[src/hdl/rsi_pkg.sv]
// rsi_pkg: widths, register indexes, reset values, codes and the
// controller/datapath interface structs of the RSI threshold signal block.
// No dependencies.
`default_nettype none

package rsi_pkg;

  localparam int PERIOD_W       = 8;
  localparam int LEVEL_W        = 23;
  localparam int RSI_W          = 23;
  localparam int AVG_W          = 56;
  localparam int FRAC_W         = 16;
  localparam int NUM_W          = 64;
  localparam int REM_W          = AVG_W + 1;
  localparam int STEP_W         = $clog2(NUM_W + 1);
  localparam int SIG_W          = 2;
  localparam int CFG_IDX_W      = 2;
  localparam int CFG_DATA_W     = 23;
  localparam int DEF_PRICE_BITS = 32;
  localparam int MAX_PERIOD     = 255;
  localparam int SCALE_W        = 7;
  localparam int RSI_STEPS      = RSI_W;
  localparam int GL_W           = AVG_W + SCALE_W;

  localparam logic [SCALE_W-1:0] RSI_SCALE = SCALE_W'(100);
  localparam logic [RSI_W-1:0]   RSI_FULL  = RSI_W'(100 << FRAC_W);

  localparam logic [PERIOD_W-1:0] PERIOD_RST     = PERIOD_W'(14);
  localparam logic [LEVEL_W-1:0]  OVERSOLD_RST   = LEVEL_W'(1966080);
  localparam logic [LEVEL_W-1:0]  OVERBOUGHT_RST = LEVEL_W'(4587520);

  localparam logic [CFG_IDX_W-1:0] CFG_PERIOD     = CFG_IDX_W'(0);
  localparam logic [CFG_IDX_W-1:0] CFG_OVERSOLD   = CFG_IDX_W'(1);
  localparam logic [CFG_IDX_W-1:0] CFG_OVERBOUGHT = CFG_IDX_W'(2);

  localparam logic [SIG_W-1:0] SIG_NONE = SIG_W'(0);
  localparam logic [SIG_W-1:0] SIG_BUY  = SIG_W'(1);
  localparam logic [SIG_W-1:0] SIG_SELL = SIG_W'(2);

  localparam logic [1:0] DIV_GAIN = 2'd0;
  localparam logic [1:0] DIV_LOSS = 2'd1;
  localparam logic [1:0] DIV_RSI  = 2'd2;

  typedef struct packed {
    logic       load_in;
    logic       prep;
    logic       div_start;
    logic [1:0] div_sel;
    logic       div_wr;
    logic       rsi_prep;
    logic       load_out;
  } rsi_cmd_t;

  typedef struct packed {
    logic need_div;
    logic loss_zero;
    logic div_done;
  } rsi_stat_t;

endpackage

`default_nettype wire

[src/hdl/rsi_div.sv]
// rsi_div: restoring divider, one quotient bit per cycle, preloadable remainder.
// Depends on rsi_pkg.
`default_nettype none

module rsi_div (
  input  wire logic                      clk,
  input  wire logic                      rst_n,
  input  wire logic                      start,
  input  wire logic [rsi_pkg::REM_W-1:0]  rem_init,
  input  wire logic [rsi_pkg::NUM_W-1:0]  dvd,
  input  wire logic [rsi_pkg::REM_W-1:0]  divisor,
  input  wire logic [rsi_pkg::STEP_W-1:0] steps,
  output logic                           done,
  output logic [rsi_pkg::NUM_W-1:0]       quot
);
  import rsi_pkg::*;

  logic [REM_W-1:0]  rem_r;
  logic [NUM_W-1:0]  dvd_r;
  logic [REM_W-1:0]  dsr_r;
  logic [STEP_W-1:0] cnt_r;
  logic              busy_r;
  logic              done_r;

  logic [REM_W:0]    trial;
  logic [REM_W:0]    diff;
  logic              ge;
  logic [REM_W-1:0]  rem_nxt;

  always_comb begin
    trial   = {rem_r, dvd_r[NUM_W-1]};
    diff    = trial - {1'b0, dsr_r};
    ge      = trial >= {1'b0, dsr_r};
    rem_nxt = ge ? diff[REM_W-1:0] : trial[REM_W-1:0];
  end

  always_ff @(posedge clk) begin
    if (!rst_n) begin
      busy_r <= 1'b0;
      done_r <= 1'b0;
      cnt_r  <= '0;
    end else begin
      done_r <= 1'b0;
      if (start) begin
        busy_r <= 1'b1;
        cnt_r  <= steps;
      end else if (busy_r) begin
        cnt_r <= cnt_r - 1'b1;
        if (cnt_r == STEP_W'(1)) begin
          busy_r <= 1'b0;
          done_r <= 1'b1;
        end
      end
    end
  end

  always_ff @(posedge clk) begin
    if (start) begin
      rem_r <= rem_init;
      dvd_r <= dvd;
      dsr_r <= divisor;
    end else if (busy_r) begin
      rem_r <= rem_nxt;
      dvd_r <= {dvd_r[NUM_W-2:0], ge};
    end
  end

  assign done = done_r;
  assign quot = dvd_r;

endmodule

`default_nettype wire

[src/hdl/rsi_dp.sv]
// rsi_dp: series state, gain/loss averaging, RSI and signal datapath,
// output register. Depends on rsi_pkg and rsi_div.
`default_nettype none

module rsi_dp #(
  parameter int PRICE_BITS = rsi_pkg::DEF_PRICE_BITS
) (
  input  wire logic                         clk,
  input  wire logic                         rst_n,
  input  wire rsi_pkg::rsi_cmd_t            cmd,
  output rsi_pkg::rsi_stat_t                stat,
  input  wire logic [PRICE_BITS-1:0]        in_price,
  input  wire logic                         in_series_start,
  input  wire logic [rsi_pkg::PERIOD_W-1:0] period,
  input  wire logic [rsi_pkg::LEVEL_W-1:0]  oversold,
  input  wire logic [rsi_pkg::LEVEL_W-1:0]  overbought,
  output logic [rsi_pkg::RSI_W-1:0]         out_rsi,
  output logic                              out_rsi_valid,
  output logic [rsi_pkg::SIG_W-1:0]         out_signal,
  output logic                              out_config_fault
);
  import rsi_pkg::*;

  logic [PRICE_BITS-1:0] price_r;
  logic                  start_r;
  logic [PRICE_BITS-1:0] last_price_r;
  logic                  have_r;
  logic [PERIOD_W-1:0]   cnt_r;
  logic [AVG_W-1:0]      gain_avg_r;
  logic [AVG_W-1:0]      loss_avg_r;
  logic [RSI_W-1:0]      prev_rsi_r;
  logic                  prev_valid_r;
  logic [NUM_W-1:0]      num_g_r;
  logic [NUM_W-1:0]      num_l_r;
  logic [GL_W-1:0]       gl_r;
  logic [REM_W-1:0]      dsum_r;
  logic [RSI_W-1:0]      rsi_r;
  logic                  res_valid_r;
  logic [RSI_W-1:0]      out_rsi_r;
  logic                  out_rsi_valid_r;
  logic [SIG_W-1:0]      out_signal_r;
  logic                  out_fault_r;

  logic [PERIOD_W-1:0]   p_eff;
  logic [PERIOD_W-1:0]   pm1;
  logic                  have;
  logic [PERIOD_W-1:0]   cnt;
  logic [PERIOD_W-1:0]   cnt_inc;
  logic [AVG_W-1:0]      gavg;
  logic [AVG_W-1:0]      lavg;
  logic [PRICE_BITS-1:0] gain;
  logic [PRICE_BITS-1:0] loss;
  logic [NUM_W-1:0]      gshift;
  logic [NUM_W-1:0]      lshift;
  logic [AVG_W-1:0]      sum_g;
  logic [AVG_W-1:0]      sum_l;
  logic [NUM_W-1:0]      prod_g;
  logic [NUM_W-1:0]      prod_l;
  logic [NUM_W-1:0]      smooth_g;
  logic [NUM_W-1:0]      smooth_l;
  logic                  below;
  logic                  need_div;
  logic                  fault;
  logic [SIG_W-1:0]      sig;
  logic [RSI_STEPS-1:0]  n_lo;

  logic [REM_W-1:0]      div_rem;
  logic [NUM_W-1:0]      div_dvd;
  logic [REM_W-1:0]      div_dsr;
  logic [STEP_W-1:0]     div_steps;
  logic                  div_done;
  logic [NUM_W-1:0]      div_quot;

  always_comb begin
    p_eff = period;
    if (period == '0) begin
      p_eff = PERIOD_W'(1);
    end else if (int'(period) > MAX_PERIOD) begin
      p_eff = PERIOD_W'(MAX_PERIOD);
    end
    pm1 = p_eff - 1'b1;
  end

  always_comb begin
    have     = have_r & ~start_r;
    cnt      = start_r ? '0 : cnt_r;
    gavg     = start_r ? '0 : gain_avg_r;
    lavg     = start_r ? '0 : loss_avg_r;
    gain     = (price_r > last_price_r) ? price_r - last_price_r : '0;
    loss     = (price_r < last_price_r) ? last_price_r - price_r : '0;
    gshift   = NUM_W'(gain) << FRAC_W;
    lshift   = NUM_W'(loss) << FRAC_W;
    sum_g    = gavg + gshift[AVG_W-1:0];
    sum_l    = lavg + lshift[AVG_W-1:0];
    prod_g   = gavg * pm1;
    prod_l   = lavg * pm1;
    smooth_g = prod_g + gshift;
    smooth_l = prod_l + lshift;
    below    = cnt < p_eff;
    cnt_inc  = cnt + 1'b1;
    need_div = have && (!below || cnt_inc == p_eff);
  end

  assign fault = oversold >= overbought;

  always_comb begin
    sig = SIG_NONE;
    if (res_valid_r && prev_valid_r && !fault) begin
      if (prev_rsi_r <= oversold && rsi_r > oversold) begin
        sig = SIG_BUY;
      end else if (prev_rsi_r >= overbought && rsi_r < overbought) begin
        sig = SIG_SELL;
      end
    end
  end

  always_comb begin
    n_lo = {gl_r[RSI_STEPS-FRAC_W-1:0], {FRAC_W{1'b0}}};
    case (cmd.div_sel)
      DIV_RSI: begin
        div_rem   = REM_W'(gl_r >> (RSI_STEPS - FRAC_W));
        div_dvd   = {n_lo, {(NUM_W - RSI_STEPS){1'b0}}};
        div_dsr   = dsum_r;
        div_steps = STEP_W'(RSI_STEPS);
      end
      DIV_LOSS: begin
        div_rem   = '0;
        div_dvd   = num_l_r;
        div_dsr   = REM_W'(p_eff);
        div_steps = STEP_W'(NUM_W);
      end
      default: begin
        div_rem   = '0;
        div_dvd   = num_g_r;
        div_dsr   = REM_W'(p_eff);
        div_steps = STEP_W'(NUM_W);
      end
    endcase
  end

  rsi_div u_div (
    .clk      (clk),
    .rst_n    (rst_n),
    .start    (cmd.div_start),
    .rem_init (div_rem),
    .dvd      (div_dvd),
    .divisor  (div_dsr),
    .steps    (div_steps),
    .done     (div_done),
    .quot     (div_quot)
  );

  always_ff @(posedge clk) begin
    if (!rst_n) begin
      last_price_r <= '0;
      have_r       <= 1'b0;
      cnt_r        <= '0;
      gain_avg_r   <= '0;
      loss_avg_r   <= '0;
      prev_rsi_r   <= '0;
      prev_valid_r <= 1'b0;
    end else if (cmd.prep) begin
      if (start_r) begin
        prev_rsi_r   <= '0;
        prev_valid_r <= 1'b0;
      end
      last_price_r <= price_r;
      have_r       <= 1'b1;
      if (!have) begin
        cnt_r      <= cnt;
        gain_avg_r <= gavg;
        loss_avg_r <= lavg;
      end else if (below) begin
        cnt_r      <= cnt_inc;
        gain_avg_r <= sum_g;
        loss_avg_r <= sum_l;
      end else begin
        cnt_r <= p_eff;
      end
    end else if (cmd.div_wr) begin
      if (cmd.div_sel == DIV_GAIN) begin
        gain_avg_r <= div_quot[AVG_W-1:0];
      end else if (cmd.div_sel == DIV_LOSS) begin
        loss_avg_r <= div_quot[AVG_W-1:0];
      end
    end else if (cmd.load_out && res_valid_r) begin
      prev_rsi_r   <= rsi_r;
      prev_valid_r <= 1'b1;
    end
  end

  always_ff @(posedge clk) begin
    if (cmd.load_in) begin
      price_r <= in_price;
      start_r <= in_series_start;
    end
    if (cmd.prep) begin
      num_g_r     <= below ? NUM_W'(sum_g) : smooth_g;
      num_l_r     <= below ? NUM_W'(sum_l) : smooth_l;
      res_valid_r <= need_div;
      rsi_r       <= '0;
    end
    if (cmd.rsi_prep) begin
      gl_r   <= gain_avg_r * RSI_SCALE;
      dsum_r <= REM_W'(gain_avg_r) + REM_W'(loss_avg_r);
      if (loss_avg_r == '0) begin
        rsi_r <= RSI_FULL;
      end
    end
    if (cmd.div_wr && cmd.div_sel == DIV_RSI) begin
      rsi_r <= div_quot[RSI_W-1:0];
    end
    if (cmd.load_out) begin
      out_rsi_r       <= rsi_r;
      out_rsi_valid_r <= res_valid_r;
      out_signal_r    <= sig;
      out_fault_r     <= fault;
    end
  end

  assign stat.need_div  = need_div;
  assign stat.loss_zero = loss_avg_r == '0;
  assign stat.div_done  = div_done;

  assign out_rsi          = out_rsi_r;
  assign out_rsi_valid    = out_rsi_valid_r;
  assign out_signal       = out_signal_r;
  assign out_config_fault = out_fault_r;

endmodule

`default_nettype wire

[src/hdl/rsi_ctrl.sv]
// rsi_ctrl: sequencer for one price bar and the output valid flag.
// Depends on rsi_pkg.
`default_nettype none

module rsi_ctrl (
  input  wire logic               clk,
  input  wire logic               rst_n,
  input  wire logic               in_valid,
  output logic                    in_ready,
  output logic                    out_valid,
  input  wire logic               out_ready,
  input  wire rsi_pkg::rsi_stat_t stat,
  output rsi_pkg::rsi_cmd_t       cmd
);
  import rsi_pkg::*;

  localparam logic [3:0] S_IDLE  = 4'd0;
  localparam logic [3:0] S_PREP  = 4'd1;
  localparam logic [3:0] S_DGS   = 4'd2;
  localparam logic [3:0] S_DGW   = 4'd3;
  localparam logic [3:0] S_DLS   = 4'd4;
  localparam logic [3:0] S_DLW   = 4'd5;
  localparam logic [3:0] S_RPREP = 4'd6;
  localparam logic [3:0] S_RS    = 4'd7;
  localparam logic [3:0] S_RW    = 4'd8;
  localparam logic [3:0] S_FIN   = 4'd9;

  logic [3:0] state_r;
  logic [3:0] state_nxt;
  logic       out_valid_r;
  logic       out_valid_nxt;

  always_comb begin
    state_nxt = state_r;
    cmd       = '0;
    in_ready  = 1'b0;
    unique case (state_r)
      S_IDLE: begin
        in_ready = 1'b1;
        if (in_valid) begin
          cmd.load_in = 1'b1;
          state_nxt   = S_PREP;
        end
      end
      S_PREP: begin
        cmd.prep  = 1'b1;
        state_nxt = stat.need_div ? S_DGS : S_FIN;
      end
      S_DGS: begin
        cmd.div_start = 1'b1;
        cmd.div_sel   = DIV_GAIN;
        state_nxt     = S_DGW;
      end
      S_DGW: begin
        cmd.div_sel = DIV_GAIN;
        if (stat.div_done) begin
          cmd.div_wr = 1'b1;
          state_nxt  = S_DLS;
        end
      end
      S_DLS: begin
        cmd.div_start = 1'b1;
        cmd.div_sel   = DIV_LOSS;
        state_nxt     = S_DLW;
      end
      S_DLW: begin
        cmd.div_sel = DIV_LOSS;
        if (stat.div_done) begin
          cmd.div_wr = 1'b1;
          state_nxt  = S_RPREP;
        end
      end
      S_RPREP: begin
        cmd.rsi_prep = 1'b1;
        state_nxt    = stat.loss_zero ? S_FIN : S_RS;
      end
      S_RS: begin
        cmd.div_start = 1'b1;
        cmd.div_sel   = DIV_RSI;
        state_nxt     = S_RW;
      end
      S_RW: begin
        cmd.div_sel = DIV_RSI;
        if (stat.div_done) begin
          cmd.div_wr = 1'b1;
          state_nxt  = S_FIN;
        end
      end
      S_FIN: begin
        if (!out_valid_r || out_ready) begin
          cmd.load_out = 1'b1;
          state_nxt    = S_IDLE;
        end
      end
      default: begin
        state_nxt = S_IDLE;
      end
    endcase
  end

  always_comb begin
    out_valid_nxt = out_valid_r;
    if (cmd.load_out) begin
      out_valid_nxt = 1'b1;
    end else if (out_ready) begin
      out_valid_nxt = 1'b0;
    end
  end

  always_ff @(posedge clk) begin
    if (!rst_n) begin
      state_r     <= S_IDLE;
      out_valid_r <= 1'b0;
    end else begin
      state_r     <= state_nxt;
      out_valid_r <= out_valid_nxt;
    end
  end

  assign out_valid = out_valid_r;

endmodule

`default_nettype wire

[src/hdl/rsi_threshold_signal_top.sv]
// rsi_threshold_signal_top: Wilder RSI with oversold/overbought crossing signals.
// Holds the configuration registers; depends on rsi_pkg, rsi_ctrl, rsi_dp.
//
//   port group  dir  handshake             payload
//   in_         in   in_valid / in_ready   in_price, in_series_start
//   out_        out  out_valid / out_ready out_rsi, out_rsi_valid, out_signal,
//                                          out_config_fault
//   cfg_        in   cfg_valid / cfg_ready cfg_index, cfg_data
//
// A bar that completes or extends the averages runs two 64-step divisions by
// the period and one 23-step RSI division, all on one shared bit-serial
// divider; the RSI division is skipped when the average loss is zero, and a
// bar that gives no RSI uses no division. One bar is in flight at a time; the
// next beat is taken while the previous result waits in the output register.
// Synchronous active-low reset restores the register defaults and clears the
// series. cfg_ready is always high.
`default_nettype none

module rsi_threshold_signal_top #(
  parameter int PRICE_BITS = rsi_pkg::DEF_PRICE_BITS
) (
  input  wire logic                           clk,
  input  wire logic                           rst_n,
  input  wire logic                           in_valid,
  output logic                                in_ready,
  input  wire logic [PRICE_BITS-1:0]          in_price,
  input  wire logic                           in_series_start,
  output logic                                out_valid,
  input  wire logic                           out_ready,
  output logic [rsi_pkg::RSI_W-1:0]           out_rsi,
  output logic                                out_rsi_valid,
  output logic [rsi_pkg::SIG_W-1:0]           out_signal,
  output logic                                out_config_fault,
  input  wire logic                           cfg_valid,
  output logic                                cfg_ready,
  input  wire logic [rsi_pkg::CFG_IDX_W-1:0]  cfg_index,
  input  wire logic [rsi_pkg::CFG_DATA_W-1:0] cfg_data
);
  import rsi_pkg::*;

  logic [PERIOD_W-1:0] period_r;
  logic [LEVEL_W-1:0]  oversold_r;
  logic [LEVEL_W-1:0]  overbought_r;
  rsi_cmd_t            cmd;
  rsi_stat_t           stat;

  assign cfg_ready = 1'b1;

  always_ff @(posedge clk) begin
    if (!rst_n) begin
      period_r     <= PERIOD_RST;
      oversold_r   <= OVERSOLD_RST;
      overbought_r <= OVERBOUGHT_RST;
    end else if (cfg_valid) begin
      unique case (cfg_index)
        CFG_PERIOD:     period_r     <= cfg_data[PERIOD_W-1:0];
        CFG_OVERSOLD:   oversold_r   <= cfg_data[LEVEL_W-1:0];
        CFG_OVERBOUGHT: overbought_r <= cfg_data[LEVEL_W-1:0];
        default: ;
      endcase
    end
  end

  rsi_ctrl u_ctrl (
    .clk       (clk),
    .rst_n     (rst_n),
    .in_valid  (in_valid),
    .in_ready  (in_ready),
    .out_valid (out_valid),
    .out_ready (out_ready),
    .stat      (stat),
    .cmd       (cmd)
  );

  rsi_dp #(
    .PRICE_BITS (PRICE_BITS)
  ) u_dp (
    .clk              (clk),
    .rst_n            (rst_n),
    .cmd              (cmd),
    .stat             (stat),
    .in_price         (in_price),
    .in_series_start  (in_series_start),
    .period           (period_r),
    .oversold         (oversold_r),
    .overbought       (overbought_r),
    .out_rsi          (out_rsi),
    .out_rsi_valid    (out_rsi_valid),
    .out_signal       (out_signal),
    .out_config_fault (out_config_fault)
  );

`ifndef NO_ASSERTIONS
  a_busy_after_accept: assert property (@(posedge clk) disable iff (!rst_n)
    (in_valid && in_ready) |=> !in_ready)
    else $error("input accepted while a bar is in flight");

  a_rsi_zero_when_invalid: assert property (@(posedge clk) disable iff (!rst_n)
    (out_valid && !out_rsi_valid) |-> (out_rsi == '0))
    else $error("rsi nonzero without a valid average");

  a_signal_needs_rsi: assert property (@(posedge clk) disable iff (!rst_n)
    (out_valid && out_signal != SIG_NONE) |-> (out_rsi_valid && !out_config_fault))
    else $error("signal raised without valid rsi or under threshold fault");

  a_rsi_range: assert property (@(posedge clk) disable iff (!rst_n)
    out_valid |-> (out_rsi <= RSI_FULL))
    else $error("rsi above full scale");
`endif

endmodule

`default_nettype wire
[config.mk]
export PLATFORM = sky130hd
export DESIGN_NAME = rsi_threshold_signal_top
export DESIGN_NICKNAME = d
export VERILOG_FILES = /design/src/hdl/rsi_pkg.sv /design/src/hdl/rsi_div.sv /design/src/hdl/rsi_dp.sv /design/src/hdl/rsi_ctrl.sv /design/src/hdl/rsi_threshold_signal_top.sv
export SDC_FILE = /design/constraint.sdc
export NUM_CORES = 2
export LEC_CHECK = 0
export BUFFER_PORTS_ARGS = -buffer_cell sky130_fd_sc_hd__buf_2
export CORE_MARGIN = 2
export CORE_UTILIZATION = 45
export DETAILED_ROUTE_END_ITERATION = 10
export PLACE_DENSITY = 0.6
export SYNTH_ARGS = -nofsm -noshare
export SYNTH_HDL_FRONTEND = slang
export SYNTH_SLANG_ARGS = --single-unit
[constraint.sdc]
create_clock -name clk -period 10.25 [get_ports clk]
set_clock_uncertainty 0.1 [all_clocks]
set_input_delay 1.025 -clock clk [delete_from_list [all_inputs] [get_ports clk]]
set_output_delay 1.025 -clock clk [all_outputs]
set_load 0.01 [all_outputs]
==> flow_metrics.py <==
metrics = {
    "job": {
        "max_cap_violations": 0,
    },
    "placement": {
        "numPortBuffers": 91,
        "routability_cong": 0.984,
        "place_hpwl_mm": 235,
        "post-place-cells": 12133,
    },
    "critical_path": {
        "critical_path.max_fanout": 16,
        "critPathKind": "reg -> reg",
        "cp_top_family": "compound AO/OA/AOI/OAI gates",
        "worst-endpoint-required_ns": 10.65,
        "cp_max_stage_cell": "o21a_1",
        "worst-endpoint-arrival_ns": 10.06,
        "critPathMaxStageDelay_ns": 0.62,
        "critical_path_buf_inv_count": 7,
        "worstSetupEndpointType": "register",
        "start_kind": "register",
    },
    "floorplan": {
        "die_h_um": 436,
        "io_pins": 93,
        "fp.dieArea_um2": 190000,
        "floorplan.initialDensity_pct": 45.2,
        "core_area_um2": 185000,
        "die_width_um": 436,
        "placement_rows": 158,
    },
    "global_route": {
        "maximum_number_of_pins_on_one_net_before_global_route_repair": 92,
        "groute.usage.overall_pct": 30.8,
        "global_route.overflow_total": 0,
        "grt_pass1_wl_mm": 445,
        "grt_pass1_vias": 70392,
        "antenna_found_initial": 6,
    },
    "cts": {
        "clockBufferDepth": 3,
        "cts.sinks": 753,
        "post_cts_resized": 0,
        "cts_tree": "built",
        "post_cts_hold_buffer_count": 0,
        "cts_buffers": 93,
        "clk_root_buffer_cell": "clkbuf_16",
        "post_cts_buffers": 0,
        "cts_htree_levels": 3,
        "skew_pair_late_insertion_delay_ns": 0.77,
        "path_clk_slew_ns": 0.06,
    },
    "sta": {
        "unrepaired_setup_endpoints_after_global_routing": "false",
        "final_setup_violation_count": 0,
        "clock.fmax_mhz": 103,
        "layout_min_cycle_time_ns": 9.66,
        "final_report_hold_violation_count": 0,
        "finalMaxSlewViolations": 0,
        "totalNegativeSetupSlack_ns": 0,
        "relSlewSlack_pct": 8.93,
        "timing_worst_slew_pin_value_ns": 1.35,
        "hold_ws_ns": 0.343,
        "fin_crit_share_pct": 94.3,
    },
    "pwr": {
        "worst_ir_drop_vdd_mv": 0.201,
        "leakage_power_nw": 41.2,
        "power_per_cell_area_nw_per_um2": 320,
        "power_mw": 28.7,
    },
    "route": {
        "drtAntennaViolNets": 0,
        "dr.pass1.iters": 6,
        "route.detailed.vias_per_inst": 5.77,
        "detail_route.wirelength_mm": 295,
        "detailedRoute.firstIterationViolations": 6390,
        "drcViolationCount": 0,
        "wire_per_inst_um": 24.0,
        "detailroute.via_count": 71045,
    },
    "final_layout": {
        "final_cell_count_no_fill": 12314,
        "nets": 11329,
        "drive_gt1_share_pct": 4.86,
        "areaGrowthSynthToFinish_pct": 7.13,
        "fillerInstances": 18087,
    },
    "synthesis": {
        "synth.lib_cells_used.distinct": 102,
        "synth_sequential_area_ratio_pct": 23.8,
        "synthesis.area_um2": 83800,
        "syn_inst_count": 9936,
        "synth-warning-count": 0,
        "synth_flop_cell": "edfxtp_1",
        "syn_nets": 11517,
        "synth-edff-count": 485,
        "yosys_register_bits": 753,
        "synth_area_per_cell_um2": 8.43,
        "async_flop_share_pct": 0,
    },
    "status": {
        "status": "finished, final reports clean",
    },
    "min_path": {
        "holdCritPathClass": "in -> reg",
    },
}
cell usage after synthesis (9+ instances only):
cell          n  share of area [%]
a221oi_1     21               0.22
inv_1      1588                7.1
nand2b_1    225                1.7
o21a_1       77               0.69
and2_1      105               0.78
a41oi_1      11               0.11
a21oi_1     673                4.0
o22ai_1      13              0.097
or2_2        53               0.40
dfxtp_1     268                6.4
and4_1        9              0.094
o21ai_1      19               0.11
nand2_1     884                4.0
nor2b_1     137                1.0
buf_2        14              0.084
and3_1       45               0.34
nor3_1       94               0.56
or3_1        20               0.15
edfxtp_1    485                 17
mux2i_1      58               0.69
buf_1        33               0.15
a21o_1      256                2.3
o211ai_1     65               0.58
a31o_2       14               0.15
fa_1        771                 18
a211oi_1     53               0.47
ha_1        747                 11
o31a_1       11               0.11
a211o_1      10               0.10
a311oi_1     28               0.29
o21bai_1     69               0.62
nand3_1     136               0.81
a22o_1       25               0.26
a31oi_1     108               0.81
a2111oi_0    15               0.16
o31ai_1      26               0.23
a21boi_0     16               0.14
a22oi_1      52               0.47
nor4_1       36               0.27
nor2_1     1105                4.9
xnor2_1     275                2.9
clkbuf_1    422                1.9
nand4_1      85               0.63
xor2_1      138                1.4
o21ai_0     476                2.8
cell usage in the layout, fill, tap and decap left out, types with 256 or more instances in the layout:
master    instances
edfxtp_1        485
dfxtp_1         267
inv_1          1586
ha_1            743
xnor2_1         268
fa_1            771
nor2_1         1100
nand2_1         882
a21oi_1         673
a21o_1          256
o21ai_0         475
metrics by stage:
stage / instance area (um^2) / setup WS, ns / util, %
floorplan: 83800 / 2.24 / -
global route: 89800 / 0.0345 / 48.5
finish: 89800 / 0.586 / 48.5
detailed placement: 86600 / 0.620 / 46.7
CTS: 89800 / 0.627 / 48.5
global placement: 86600 / 0.714 / 46.7
state kept, by name, summed over array words and instances (netlist names), 4 cells and up:
| signal | count |
|---|---|
| u_dp.u_div.quot | 64 |
| u_dp.loss_avg_r | 56 |
| u_dp.price_r | 32 |
| oversold_r | 23 |
| u_dp.u_div.cnt_r | 7 |
| overbought_r | 23 |
| u_dp.rsi_r | 23 |
| u_dp.gain_avg_r | 56 |
| u_ctrl.state_r | 4 |
| u_dp.prev_rsi_r | 23 |
| u_dp.num_l_r | 64 |
| u_dp.num_g_r | 64 |
| u_dp.u_div.dsr_r | 57 |
| u_dp.cnt_r | 8 |
| u_dp.last_price_r | 32 |
| u_dp.gl_r | 61 |
| u_dp.dsum_r | 57 |
| period_r | 8 |
| u_dp.u_div.rem_r | 57 |
| u_dp.out_rsi | 23 |
kinds of logic (layout without fill, tap and decap cells):
logic type | count (synthesis) | count (layout) | synth area share (%)
xor+xnor | 413 | 413 | 4.32
mux | 62 | 62 | 0.746
compound gates | 2149 | 2149 | 16.2
fa+ha+maj | 1518 | 1518 | 29.6
simple gates | 2973 | 2973 | 16.0
buf+inv | 2067 | 1959 | 9.30
other cells | 1 | 7 | 0.00447
flops | 753 | 753 | 23.8
cell type report:
class	count	area [um^2]	share of cell area (%)
clock buffer	115	2510	2.80
multi-input combinational	7116	56300	62.7
inverter	1593	5990	6.68
timing repair buffer	191	1240	1.39
sequential	753	19900	22.2
tap	2480	3100	3.46
antenna	6	15.0	0.0167
clock inverter	60	669	0.746
report_power, final:
part	switching [mW]	internal [mW]	leakage, nW
clock	1.49	1.99	1.54
sequential	1.05	4.81	6.71
combinational	12.8	6.55	33.0
path summary, 6_finish.rpt:
kind,startpoint,end,slack [ns],cells past startpoint
hold / removal,in_series_start,u_dp.start_r,0.34,1
setup reg to reg,u_dp.price_r[0],u_dp.num_l_r[58],0.59,35
setup / recovery,u_dp.price_r[0],u_dp.num_l_r[58],0.59,35
hold reg to reg,overbought_r[7],overbought_r[7],0.36,2
per-layer routing:
layer	GRT usage, %	up-vias	wire length [um]
li1	-	32466	-
met1	40.9	35041	124000
met2	49.3	2887	133000
met3	4.36	645	21000
met4	14.9	6	16600
met5	0	-	57
Power figures use the tool's default switching activity.
